$ cat config.mk
export PLATFORM = sky130hd
export DESIGN_NAME = ascii_integer_parser_core
export DESIGN_NICKNAME = d
export VERILOG_FILES = /design/src/sv/aip_pkg.sv /design/src/sv/ascii_integer_parser_core.sv /design/src/sv/aip_scan.sv /design/src/sv/aip_finish.sv
export SDC_FILE = /design/constraint.sdc
export NUM_CORES = 2
export LEC_CHECK = 0
export BUFFER_PORTS_ARGS = -buffer_cell sky130_fd_sc_hd__buf_2
export CELL_PAD_IN_SITES_DETAIL_PLACEMENT = 0
export CELL_PAD_IN_SITES_GLOBAL_PLACEMENT = 2
export CORE_MARGIN = 2
export CORE_UTILIZATION = 23
export DETAILED_ROUTE_END_ITERATION = 10
export PLACE_DENSITY_LB_ADDON = 0.1
export SYNTH_ARGS = -nofsm -noshare
export SYNTH_HDL_FRONTEND = slang
export SYNTH_SLANG_ARGS = --single-unit
$ cat constraint.sdc
create_clock -name clk -period 12.35 [get_ports clk]
set_clock_uncertainty 0.1 [all_clocks]
set_input_delay 2.47 -clock clk [delete_from_list [all_inputs] [get_ports clk]]
set_output_delay 2.47 -clock clk [all_outputs]
set_load 0.01 [all_outputs]
$ cat src/sv/aip_pkg.sv
`timescale 1ns / 1ps

package aip_pkg;

    // Parse phase of the current string
    typedef enum logic [2:0] {
        PH_LEAD   = 3'd0,
        PH_SIGNED = 3'd1,
        PH_ZERO   = 3'd2,
        PH_BODY   = 3'd3,
        PH_TRAIL  = 3'd4
    } aip_phase_t;

    typedef enum logic [1:0] {
        BASE_DEC = 2'd0,
        BASE_OCT = 2'd1,
        BASE_HEX = 2'd2
    } aip_base_t;

    // Error codes as shown on error_code
    localparam logic [1:0] ERR_OK     = 2'd0;
    localparam logic [1:0] ERR_FORMAT = 2'd1;
    localparam logic [1:0] ERR_RANGE  = 2'd2;

    // Character codes
    localparam logic [7:0] CH_SP    = 8'h20;
    localparam logic [7:0] CH_TAB   = 8'h09;
    localparam logic [7:0] CH_NL    = 8'h0A;
    localparam logic [7:0] CH_CR    = 8'h0D;
    localparam logic [7:0] CH_PLUS  = 8'h2B;
    localparam logic [7:0] CH_MINUS = 8'h2D;
    localparam logic [7:0] CH_0     = 8'h30;
    localparam logic [7:0] CH_9     = 8'h39;
    localparam logic [7:0] CH_UA    = 8'h41;
    localparam logic [7:0] CH_UZ    = 8'h5A;
    localparam logic [7:0] CH_LA    = 8'h61;
    localparam logic [7:0] CH_LOWF  = 8'h66;
    localparam logic [7:0] CH_X     = 8'h78;
    localparam logic [7:0] CH_KI    = 8'h6B;  // k
    localparam logic [7:0] CH_K     = 8'h4B;  // K
    localparam logic [7:0] CH_MI    = 8'h6D;  // m
    localparam logic [7:0] CH_M     = 8'h4D;  // M
    localparam logic [7:0] CH_GI    = 8'h67;  // g
    localparam logic [7:0] CH_G     = 8'h47;  // G

    // Magnitude limits
    localparam logic [63:0] MAX_POS = 64'hFFFF_FFFF;
    localparam logic [63:0] MAX_NEG = 64'h8000_0000;

    // Suffix factors
    localparam logic [31:0] F_KI = 32'd1024;
    localparam logic [31:0] F_K  = 32'd1000;
    localparam logic [31:0] F_MI = 32'd1048576;
    localparam logic [31:0] F_M  = 32'd1000000;
    localparam logic [31:0] F_GI = 32'd1073741824;
    localparam logic [31:0] F_G  = 32'd1000000000;

    // Largest magnitude that a factor may scale without leaving range
    localparam logic [31:0] LP_KI = 32'(MAX_POS / 64'(F_KI));
    localparam logic [31:0] LP_K  = 32'(MAX_POS / 64'(F_K));
    localparam logic [31:0] LP_MI = 32'(MAX_POS / 64'(F_MI));
    localparam logic [31:0] LP_M  = 32'(MAX_POS / 64'(F_M));
    localparam logic [31:0] LP_GI = 32'(MAX_POS / 64'(F_GI));
    localparam logic [31:0] LP_G  = 32'(MAX_POS / 64'(F_G));
    localparam logic [31:0] LN_KI = 32'(MAX_NEG / 64'(F_KI));
    localparam logic [31:0] LN_K  = 32'(MAX_NEG / 64'(F_K));
    localparam logic [31:0] LN_MI = 32'(MAX_NEG / 64'(F_MI));
    localparam logic [31:0] LN_M  = 32'(MAX_NEG / 64'(F_M));
    localparam logic [31:0] LN_GI = 32'(MAX_NEG / 64'(F_GI));
    localparam logic [31:0] LN_G  = 32'(MAX_NEG / 64'(F_G));

    // Parser state, also handed to the finish stage on the last word
    typedef struct packed {
        aip_phase_t  phase;
        logic        negative;
        aip_base_t   base;
        logic [31:0] acc;
        logic [1:0]  err;
        logic [7:0]  held_char;
        logic        held_valid;
        logic        body_seen;
    } aip_state_t;

    localparam aip_state_t STATE_RESET = '{
        phase:      PH_LEAD,
        negative:   1'b0,
        base:       BASE_DEC,
        acc:        32'd0,
        err:        ERR_OK,
        held_char:  8'd0,
        held_valid: 1'b0,
        body_seen:  1'b0
    };

    typedef struct packed {
        logic [1:0]  err;
        logic [31:0] acc;
    } aip_digit_t;

    typedef struct packed {
        logic        hit;
        logic [31:0] factor;
        logic [31:0] lim_pos;
        logic [31:0] lim_neg;
    } aip_suffix_t;

    function automatic logic aip_is_space(logic [7:0] c);
        return (c == CH_SP) || (c == CH_TAB) || (c == CH_NL) || (c == CH_CR);
    endfunction

    // Fold one digit into the magnitude, with digit and range checks
    function automatic aip_digit_t aip_take_digit(logic [31:0] acc, aip_base_t base,
                                                  logic neg, logic [7:0] c);
        logic [7:0]  lc;
        logic [4:0]  d;
        logic        dv;
        logic [4:0]  r;
        logic [35:0] nv;
        logic [35:0] lim;
        aip_digit_t  res;
        res.err = ERR_OK;
        res.acc = acc;
        lc = ((c >= CH_UA) && (c <= CH_UZ)) ? (c + 8'd32) : c;
        dv = 1'b1;
        d  = 5'd0;
        if ((lc >= CH_0) && (lc <= CH_9)) begin
            d = 5'(lc - CH_0);
        end
        else if ((lc >= CH_LA) && (lc <= CH_LOWF)) begin
            d = 5'(lc - CH_LA) + 5'd10;
        end
        else begin
            dv = 1'b0;
        end
        case (base)
            BASE_OCT:
            begin
                r  = 5'd8;
                nv = {1'b0, acc, 3'b000};
            end
            BASE_HEX:
            begin
                r  = 5'd16;
                nv = {acc, 4'b0000};
            end
            default:
            begin
                r  = 5'd10;
                nv = {1'b0, acc, 3'b000} + {3'b000, acc, 1'b0};
            end
        endcase
        nv  = nv + 36'(d);
        lim = neg ? 36'(MAX_NEG) : 36'(MAX_POS);
        if (!dv || (d >= r)) begin
            res.err = ERR_FORMAT;
        end
        else if (nv > lim) begin
            res.err = ERR_RANGE;
        end
        else begin
            res.acc = nv[31:0];
        end
        return res;
    endfunction

    // Decode a size suffix character
    function automatic aip_suffix_t aip_suffix(logic [7:0] c);
        aip_suffix_t s;
        s = '{hit: 1'b1, factor: F_KI, lim_pos: LP_KI, lim_neg: LN_KI};
        case (c)
            CH_KI:   s = '{hit: 1'b1, factor: F_KI, lim_pos: LP_KI, lim_neg: LN_KI};
            CH_K:    s = '{hit: 1'b1, factor: F_K,  lim_pos: LP_K,  lim_neg: LN_K};
            CH_MI:   s = '{hit: 1'b1, factor: F_MI, lim_pos: LP_MI, lim_neg: LN_MI};
            CH_M:    s = '{hit: 1'b1, factor: F_M,  lim_pos: LP_M,  lim_neg: LN_M};
            CH_GI:   s = '{hit: 1'b1, factor: F_GI, lim_pos: LP_GI, lim_neg: LN_GI};
            CH_G:    s = '{hit: 1'b1, factor: F_G,  lim_pos: LP_G,  lim_neg: LN_G};
            default: s.hit = 1'b0;
        endcase
        return s;
    endfunction

endpackage

$ cat src/sv/ascii_integer_parser_core.sv
`timescale 1ns / 1ps
// A word's result moves from the input register into the finish snapshot and then into
// the result register once the last character is accepted.
// Throughput: one character per cycle except under the hold below; the parser state feeds back through one register.
// Output backpressure holds the input only while a last character waits on a full finish stage.
// Reset (rst_n low, asynchronous) empties all stages and returns the parser to
// leading whitespace with a cleared value and no error.

module ascii_integer_parser_core (
    input  logic        clk,
    input  logic        rst_n,
    input  logic        char_valid,
    output logic        char_ready,
    input  logic [7:0]  char_code,
    input  logic        is_last,
    output logic        result_valid,
    input  logic        result_ready,
    output logic [31:0] value,
    output logic [1:0]  error_code
);
    import aip_pkg::*;

    logic       fin_free;
    logic       snap_load;
    aip_state_t snap;

    aip_scan u_scan (
        .clk        (clk),
        .rst_n      (rst_n),
        .char_valid (char_valid),
        .char_ready (char_ready),
        .char_code  (char_code),
        .is_last    (is_last),
        .fin_free   (fin_free),
        .snap_load  (snap_load),
        .snap       (snap)
    );

    aip_finish u_finish (
        .clk          (clk),
        .rst_n        (rst_n),
        .snap_load    (snap_load),
        .snap         (snap),
        .fin_free     (fin_free),
        .result_valid (result_valid),
        .result_ready (result_ready),
        .value        (value),
        .error_code   (error_code)
    );

endmodule

$ cat src/sv/aip_scan.sv
`timescale 1ns / 1ps

module aip_scan (
    input  logic                clk,
    input  logic                rst_n,
    input  logic                char_valid,
    output logic                char_ready,
    input  logic [7:0]          char_code,
    input  logic                is_last,
    input  logic                fin_free,
    output logic                snap_load,
    output aip_pkg::aip_state_t snap
);
    import aip_pkg::*;

    logic       in_valid_reg;
    logic [7:0] char_reg;
    logic       last_reg;
    logic       fire;
    logic       ws;
    aip_digit_t td;
    aip_state_t state_reg;
    aip_state_t state_next;

    // Consume the held word unless a last word waits on the finish stage
    assign fire       = in_valid_reg && (!last_reg || fin_free);
    assign char_ready = !in_valid_reg || fire;
    assign snap_load  = fire && last_reg;
    assign snap       = state_next;

    // Input register
    always_ff @(posedge clk or negedge rst_n)
    begin
        if (!rst_n)
        begin
            in_valid_reg <= 1'b0;
        end
        else if (char_valid && char_ready)
        begin
            in_valid_reg <= 1'b1;
        end
        else if (fire)
        begin
            in_valid_reg <= 1'b0;
        end
    end

    always_ff @(posedge clk)
    begin
        if (char_valid && char_ready)
        begin
            char_reg <= char_code;
            last_reg <= is_last;
        end
    end

    // Advance the parser by one character
    always_comb
    begin
        state_next = state_reg;
        ws = aip_is_space(char_reg);
        td = aip_take_digit(state_reg.acc, state_reg.base, state_reg.negative,
                            state_reg.held_char);
        if (state_reg.err == ERR_OK)
        begin
            unique case (state_reg.phase)
                PH_LEAD:
                begin
                    if (!ws)
                    begin
                        if (char_reg == CH_PLUS)
                        begin
                            state_next.phase = PH_SIGNED;
                        end
                        else if (char_reg == CH_MINUS)
                        begin
                            state_next.negative = 1'b1;
                            state_next.phase    = PH_SIGNED;
                        end
                        else if (char_reg == CH_0)
                        begin
                            state_next.phase = PH_ZERO;
                        end
                        else
                        begin
                            state_next.base       = BASE_DEC;
                            state_next.phase      = PH_BODY;
                            state_next.held_char  = char_reg;
                            state_next.held_valid = 1'b1;
                            state_next.body_seen  = 1'b1;
                        end
                    end
                end
                PH_SIGNED:
                begin
                    if (ws)
                    begin
                        state_next.err = ERR_FORMAT;
                    end
                    else if (char_reg == CH_0)
                    begin
                        state_next.phase = PH_ZERO;
                    end
                    else
                    begin
                        state_next.base       = BASE_DEC;
                        state_next.phase      = PH_BODY;
                        state_next.held_char  = char_reg;
                        state_next.held_valid = 1'b1;
                        state_next.body_seen  = 1'b1;
                    end
                end
                PH_ZERO:
                begin
                    if (ws)
                    begin
                        state_next.phase = PH_TRAIL;
                    end
                    else if (char_reg == CH_X)
                    begin
                        state_next.base  = BASE_HEX;
                        state_next.phase = PH_BODY;
                    end
                    else
                    begin
                        state_next.base       = BASE_OCT;
                        state_next.phase      = PH_BODY;
                        state_next.held_char  = char_reg;
                        state_next.held_valid = 1'b1;
                        state_next.body_seen  = 1'b1;
                    end
                end
                PH_BODY:
                begin
                    if (ws)
                    begin
                        if (!state_reg.body_seen)
                        begin
                            state_next.err = ERR_FORMAT;
                        end
                        else
                        begin
                            state_next.phase = PH_TRAIL;
                        end
                    end
                    else if (state_reg.held_valid && (td.err != ERR_OK))
                    begin
                        state_next.err = td.err;
                    end
                    else
                    begin
                        // Retire the held digit, hold the new one as a possible suffix
                        if (state_reg.held_valid)
                        begin
                            state_next.acc = td.acc;
                        end
                        state_next.held_char  = char_reg;
                        state_next.held_valid = 1'b1;
                        state_next.body_seen  = 1'b1;
                    end
                end
                PH_TRAIL:
                begin
                    if (!ws)
                    begin
                        if (state_reg.held_valid && (td.err != ERR_OK))
                        begin
                            state_next.err = td.err;
                        end
                        else
                        begin
                            state_next.err = ERR_FORMAT;
                        end
                    end
                end
                default:
                begin
                    state_next = state_reg;
                end
            endcase
        end
    end

    // Parser state; drop back to reset after the last word
    always_ff @(posedge clk or negedge rst_n)
    begin
        if (!rst_n)
        begin
            state_reg <= STATE_RESET;
        end
        else if (fire)
        begin
            state_reg <= last_reg ? STATE_RESET : state_next;
        end
    end

endmodule

$ cat src/sv/aip_finish.sv
`timescale 1ns / 1ps

module aip_finish (
    input  logic                clk,
    input  logic                rst_n,
    input  logic                snap_load,
    input  aip_pkg::aip_state_t snap,
    output logic                fin_free,
    output logic                result_valid,
    input  logic                result_ready,
    output logic [31:0]         value,
    output logic [1:0]          error_code
);
    import aip_pkg::*;

    logic        fin_valid_reg;
    aip_state_t  snap_reg;
    logic        can_out;
    aip_digit_t  td;
    aip_suffix_t sf;
    logic [31:0] lim;
    logic [31:0] mag;
    logic [1:0]  err;
    logic [31:0] value_next;
    logic        result_valid_reg;
    logic [31:0] value_reg;
    logic [1:0]  error_code_reg;

    assign can_out  = !result_valid_reg || result_ready;
    assign fin_free = !fin_valid_reg || can_out;

    // Snapshot of the parser after the last character
    always_ff @(posedge clk or negedge rst_n)
    begin
        if (!rst_n)
        begin
            fin_valid_reg <= 1'b0;
        end
        else if (snap_load)
        begin
            fin_valid_reg <= 1'b1;
        end
        else if (can_out)
        begin
            fin_valid_reg <= 1'b0;
        end
    end

    always_ff @(posedge clk)
    begin
        if (snap_load)
        begin
            snap_reg <= snap;
        end
    end

    // Close the string: last digit or suffix scaling, then the sign
    always_comb
    begin
        td  = aip_take_digit(snap_reg.acc, snap_reg.base, snap_reg.negative,
                             snap_reg.held_char);
        sf  = aip_suffix(snap_reg.held_char);
        lim = snap_reg.negative ? sf.lim_neg : sf.lim_pos;
        err = snap_reg.err;
        mag = snap_reg.acc;
        if (snap_reg.err == ERR_OK)
        begin
            if ((snap_reg.phase == PH_LEAD) || (snap_reg.phase == PH_SIGNED))
            begin
                err = ERR_FORMAT;
            end
            else if ((snap_reg.phase == PH_ZERO) || !snap_reg.held_valid)
            begin
                if ((snap_reg.phase == PH_BODY) && !snap_reg.body_seen)
                begin
                    err = ERR_FORMAT;
                end
                else
                begin
                    mag = 32'd0;
                end
            end
            else if ((snap_reg.base == BASE_DEC) && sf.hit)
            begin
                if (snap_reg.acc > lim)
                begin
                    err = ERR_RANGE;
                end
                else
                begin
                    mag = snap_reg.acc * sf.factor;
                end
            end
            else
            begin
                err = td.err;
                mag = td.acc;
            end
        end
        if (err != ERR_OK)
        begin
            value_next = 32'd0;
        end
        else if (snap_reg.negative)
        begin
            value_next = 32'd0 - mag;
        end
        else
        begin
            value_next = mag;
        end
    end

    // Result register
    always_ff @(posedge clk or negedge rst_n)
    begin
        if (!rst_n)
        begin
            result_valid_reg <= 1'b0;
        end
        else if (fin_valid_reg && can_out)
        begin
            result_valid_reg <= 1'b1;
        end
        else if (result_ready)
        begin
            result_valid_reg <= 1'b0;
        end
    end

    always_ff @(posedge clk)
    begin
        if (fin_valid_reg && can_out)
        begin
            value_reg      <= value_next;
            error_code_reg <= err;
        end
    end

    assign result_valid = result_valid_reg;
    assign value        = value_reg;
    assign error_code   = error_code_reg;

endmodule

* Word-level counts from Yosys, hierarchy flattened *
Index checks and enable logic that the tools add are counted.
Widths: inputs -> output; s select.

storage, ports and cells
  register bits after elaboration = 146
  logic and storage cells = 209
  output and inout bits = 36
  input port bits = 13

operators by class
  order comparisons = 17
  reduce and logical (&&, ||, !) cells = 43
  $mul = 1
  mux-type cells = 87
  equal/unequal tests = 25
  add/sub/neg operators = 13

operator list
  kind                   number
  $mux 32                16
  $pmux 95 s5            1
  $pmux 36 s2            2
  $mux 50                2
  $mux 10                9
  $add 35x33->36         2
  $add 36x5->36          2
  $gt 36x36->1           2
  $mux 31                2
  $eq 8x7->1 const B     7
  $mux 2                 21
  $pmux 10 s4            1
  $eq 8x6->1 const B     4
  $ge 8x7->1 const B     4
  $gt 32x32->1           1
  $le 8x7->1 const B     4
  $mul 32x31->32         1
  $sub 1x32->32 const A  1
  $eq 8x4->1 const B     3
  $mux 3                 7
  $mux 5                 4
  $pmux 5 s2             2
  $add 8x6->8 const B    2
  $ge 8x6->1 const B     2
  other kinds (22)       84

* Depth between registers and ports, before layout *
  depth in word-level cells = 18
  depth in mapped cells = 44
  depth with buffers taken out = 41

* By module *
A second synthesis with hierarchy kept.

unflattened totals
  cell total of the unflattened synthesis = 3373
  area total of the unflattened synthesis = 28746.3 µm²

modules (own cells, without submodules)
  module      cells each  instances  area each (µm²)  seq. area each (µm²)
  aip_finish  2350        1          20657.3          2572.5
  aip_scan    1023        1          8089.0           1546.5

* Worst setup path before layout *
No wires, ideal clock.

  kind = reg2reg
  from = register u_finish.snap_reg[8] in the netlist's numbering
  to = register u_finish.value_reg[25] (netlist: u_finish.value[25]), data pin
  path buffers = 2
  data arrival time = 8.817 ns
  setup time = 0.266 ns
  stages on the path, launching flop included = 36
  setup slack = 3.167 ns
  clock period less this slack = 9.183 ns
  data required time = 11.984 ns
  cell sequence = edfxtp_1 > nor2b_1 > and2b_1 > and2_1 > and3_1 > clkbuf_1 > buf_1 > nand2_1 > nand2_1 > nor2_1 > fa_1 > inv_1 > fa_1 > fa_1 > inv_1 > fa_1 > inv_1 > fa_1 > inv_1 > fa_1 > inv_1 > fa_1 > ha_1 > ha_1 > and3_1 > a21oi_1 > o21ai_0 > nor3_1 > nor3_1 > a311o_1 > or4_4 > or3_1 > or2_1 > o41ai_2 > xnor2_1 > nor2_1

on the way
  longest elaborated chain between the ends = 17
  elaborated cells between the ends (all ways) = 53
  classes of those cells = 6 x add/sub; 1 x mul; 9 x order compare; 6 x eq/ne; 23 x mux; 8 x reduce/logical

ends and longest elaborated chain
  element                                                  line                            source
  start: declaration                                       aip_finish.sv:17                aip_state_t snap_reg;
  start signal: assignment                                 aip_finish.sv:53                snap_reg <= snap;
  $ge 8x7->1 / $le 8x7->1 (equally long branches)          aip_pkg.sv:123                  lc = ((c >= CH_UA) && (c <= CH_UZ)) ? (c + 8'd32) : c;
  $logic_and 1x1->1                                        aip_pkg.sv:123
  $mux 8                                                   aip_pkg.sv:123
  $sub 5x1->5, or another cell as far along                aip_pkg.sv:130                  d = 5'(lc - CH_LA) + 5'd10;
  $add 5x4->5 / $logic_and 1x1->1 (equally long branches)  aip_pkg.sv:130, aip_pkg.sv:129
  $mux 5                                                   aip_pkg.sv:129                  else if ((lc >= CH_LA) && (lc <= CH_LOWF)) begin
  $mux 5                                                   aip_pkg.sv:126                  if ((lc >= CH_0) && (lc <= CH_9)) begin
  $add 36x5->36                                            aip_pkg.sv:152                  nv = nv + 36'(d);
  $gt 36x36->1                                             aip_pkg.sv:157                  else if (nv > lim) begin
  $mux 32                                                  aip_pkg.sv:157
  $mux 32                                                  aip_pkg.sv:154                  if (!dv || (d >= r)) begin
  $mux 32                                                  aip_finish.sv:83                else if ((snap_reg.base == BASE_DEC) && sf.hit)
  $mux 32                                                  aip_finish.sv:72                else if ((snap_reg.phase == PH_ZERO) || !snap_reg.held_valid)
  $mux 32                                                  aip_finish.sv:68                if ((snap_reg.phase == PH_LEAD) || (snap_reg.phase == PH_SIGNED))
  $mux 32                                                  aip_finish.sv:66                if (snap_reg.err == ERR_OK)
  $sub 1x32->32                                            aip_finish.sv:106               value_next = 32'd0 - mag;
  $mux 32                                                  aip_finish.sv:104               else if (snap_reg.negative)
  end signal: assignment                                   aip_finish.sv:135               value_reg <= value_next;
  end: declaration                                         aip_finish.sv:26                logic [31:0] value_reg;

Parallel ways exist; a longest one is shown, timed or not.
A chain may end at the register's enable or synchronous reset.

* Final worst setup path *
  from = register u_finish.snap_reg[8] in the netlist's numbering
  to = register u_finish.value_reg[31] (netlist: u_finish.value[31]), data pin

Same word-level chain as after synthesis.

==> results.toml <==
[die]
core_area_mm2 = 0.1216
start_util = 0.2316
die_x_um = 353.9
die_area_mm2 = 0.1252
die-height_um = 353.9
rows = 128
io_pins = 49

[route]
wl_met1_mm = 53.63
route.met2.wl_mm = 56.82
via_count = 24473
wl_mm = 118.2
drcViolationCount = 0
ant_nets = 0
met3_length_mm = 4.599
wl_per_cell_um = 24.00
top_layer = "met4"
drt_pre_antenna_iters = 5
drtIter0Drc = 1764
via_per_inst = 4.968

[timing]
rsz0062_at_grt = "false"
fmax_mhz = 92.34
slew_headroom = 0.1726
period_minus_slack_ps = 10830
finalHoldViolCount = 0
setup_violations = 0
setup_tns_ps = 0
tightest_slew_ps = 1241
drv_slew = 0
finalCritPeriodShare = 0.8769

[run_status]
status = "complete, no violations"

[synth]
synthArstFlopShare = 0.3630
synth_commonest_cells = "inv_1, ha_1, nor2_1, fa_1, nand2_1"
syn_area_mm2 = 0.02815
yosys_warnings = 0
synth_edf_count = 93
synth.most_common_cell = "inv_1"
synth_area_leader_cell = "fa_1"
synth.distinct_cells = 105
ys_top_cells_by_area = "fa_1, ha_1, edfxtp_1"
seq_area_frac_synth = 0.1463
syn_area_per_cell_um2 = 8.539
netlist_instances = 3297
synth_ff_type = "edfxtp_1"
ys_ff_latch = 146
synth_top_area_frac = 0.1749
syn_nets = 3934

[job]
drv_cap = 0

[pwr]
pwr-share-comb = 0.371
power.density_mw_per_mm2 = 58.21
intPower_mw = 1.066
power.total_mw = 1.803
vdd.ir_drop.worst_mv = 0.06002
total_leakage_power_nw = 14.92
power_frac_seq = 0.332
p_sw_mw = 0.7375
swShare = 0.4090
clockPowerShare = 0.297

[critical_path]
reg2regPathDepth = 31
critPathMaxStageDelay_ps = 740
critPathKind = "reg2reg"
cp_slowest_cell = "nor4_1"
crit_fanout = 14
cp_common_cell = "fa_1"
critPathArrivalTime_ps = 10960
reg2reg_from = "u_finish.snap_reg[8]$_DFFE_PP_"
start_kind = "flip-flop"
startpoint = "u_finish.snap_reg[8]$_DFFE_PP_"
crit_path_end_kind = "flip-flop"
cp.required_ps = 12480

[grt]
gr-total-overflow = 0
grt_pass1_vias = 25486
grt_pass1_wl_mm = 174.9
grt_use_total = 0.1892
grt_max_degree = 54
antenna_found_initial = 6

[clocking]
holdBufCountCts = 0
cts_resized = 0
htree_levels = 4
cts_tree = "built"
cts_sinks = 146
clock_path_buffers = 2
worst_skew_pair.late_latency_ps = 510
post_cts_buffers = 0
clk_pin_slew_ps = 70
cts-root-buf = "clkbuf_16"
numCtsBuffers = 17

[min_path]
hp-class = "reg2reg"
hold_depth = 2
hold_start = "u_finish.fin_valid_reg$_DFFE_PN0P_"

[finish]
n_antenna_cell = 0
areaGrowthSynthToFinish_pct = 10.04
drive_gt1_frac = 0.07119
num-nets-final = 3925

[place]
dp_hpwl_mm = 95.42
place.gp.congestion = 0.8391
io_buffers = 48
area by class of cell:
type                            instances  area [um^2]
Clock buffer                           19        442.9
Multi-Input combinational cell       2601        22010
Inverter                              415         1558
Tap cell                             1625         2033
Clock inverter                         13        127.6
Sequential cell                       146         4119
Timing Repair Buffer                  107        683.2
Fill cell                           13280        90580
critical path: cells and delay by family, from the launching register on:
kind            cells  cell delay [ps]
flops               1              570
simple gates       11             3830
fa+ha+maj           9             4010
xor+xnor            2              480
compound gates      5             1310
buf+inv             4              210
worst paths after layout:
kind,to,slack [ps]
worst max-delay path,u_finish.value[31]$_SDFFCE_PP0P_,1520
worst min-delay path,u_finish.fin_valid_reg$_DFFE_PN0P_,470
min in group asynchronous,u_scan.state_reg[47]$_DFFE_PN0P_,1990
worst max register to register,u_finish.value[31]$_SDFFCE_PP0P_,1520
max in group asynchronous,u_scan.state_reg[20]$_DFFE_PN0P_,9520
worst min register to register,u_finish.fin_valid_reg$_DFFE_PN0P_,470
metrics by stage:
stage / util / hold slack, ps / cells / setup slack, ps / cell area [um^2]
2_1_floorplan: - / 396.6 / 3297 / 3167 / 28150
5_1_grt: 0.2548 / 501.4 / 4926 / 974.9 / 30980
3_5_place_dp: 0.2502 / 463.8 / 4894 / 1529 / 30410
6_report: 0.2548 / 471.1 / 4926 / 1520 / 30980
4_1_cts: 0.2548 / 480.9 / 4926 / 1483 / 30980
3_3_place_gp: 0.2502 / 453.8 / 4894 / 1497 / 30410
power by group through the flow:
stage | clock network (mW) | logic (mW) | registers (mW)
CTS | 0.560 | 0.675 | 0.598
finish | 0.536 | 0.669 | 0.598
detailed placement | 0 | 0.671 | 0.609
global route | 0.572 | 0.742 | 0.602
global placement | 0 | 0.674 | 0.608
floorplan | 0 | 0.438 | 0.585
layout by cell type, fill, tap and decap left out, types with 60 or more instances in the layout:
master and count:
inv_1 412, ha_1 376, nor2_1 255, fa_1 246
nand2_1 238, a21oi_1 158, o21ai_0 155, xnor2_1 106
edfxtp_1 93, and2_1 83, nand3_1 68, xor2_1 66
a21o_1 64, nor3_1 60
layer usage:
layer  up-vias  GRT usage
met5         -          0
met4         0    0.05472
met3       100    0.02418
met2       511     0.3211
met1     12257     0.2504
li1      11605          -
kinds of logic after synthesis:
kind of cell	synth area share
multiplexers	0.01267
buffers and inverters	0.07342
flip-flops	0.1463
AND/OR/NAND/NOR	0.1783
adder cells (fa/ha/maj)	0.3429
XOR/XNOR	0.05409
AO/OA/AOI/OAI	0.1923
Note: power is estimated with default switching activity, not from simulation.
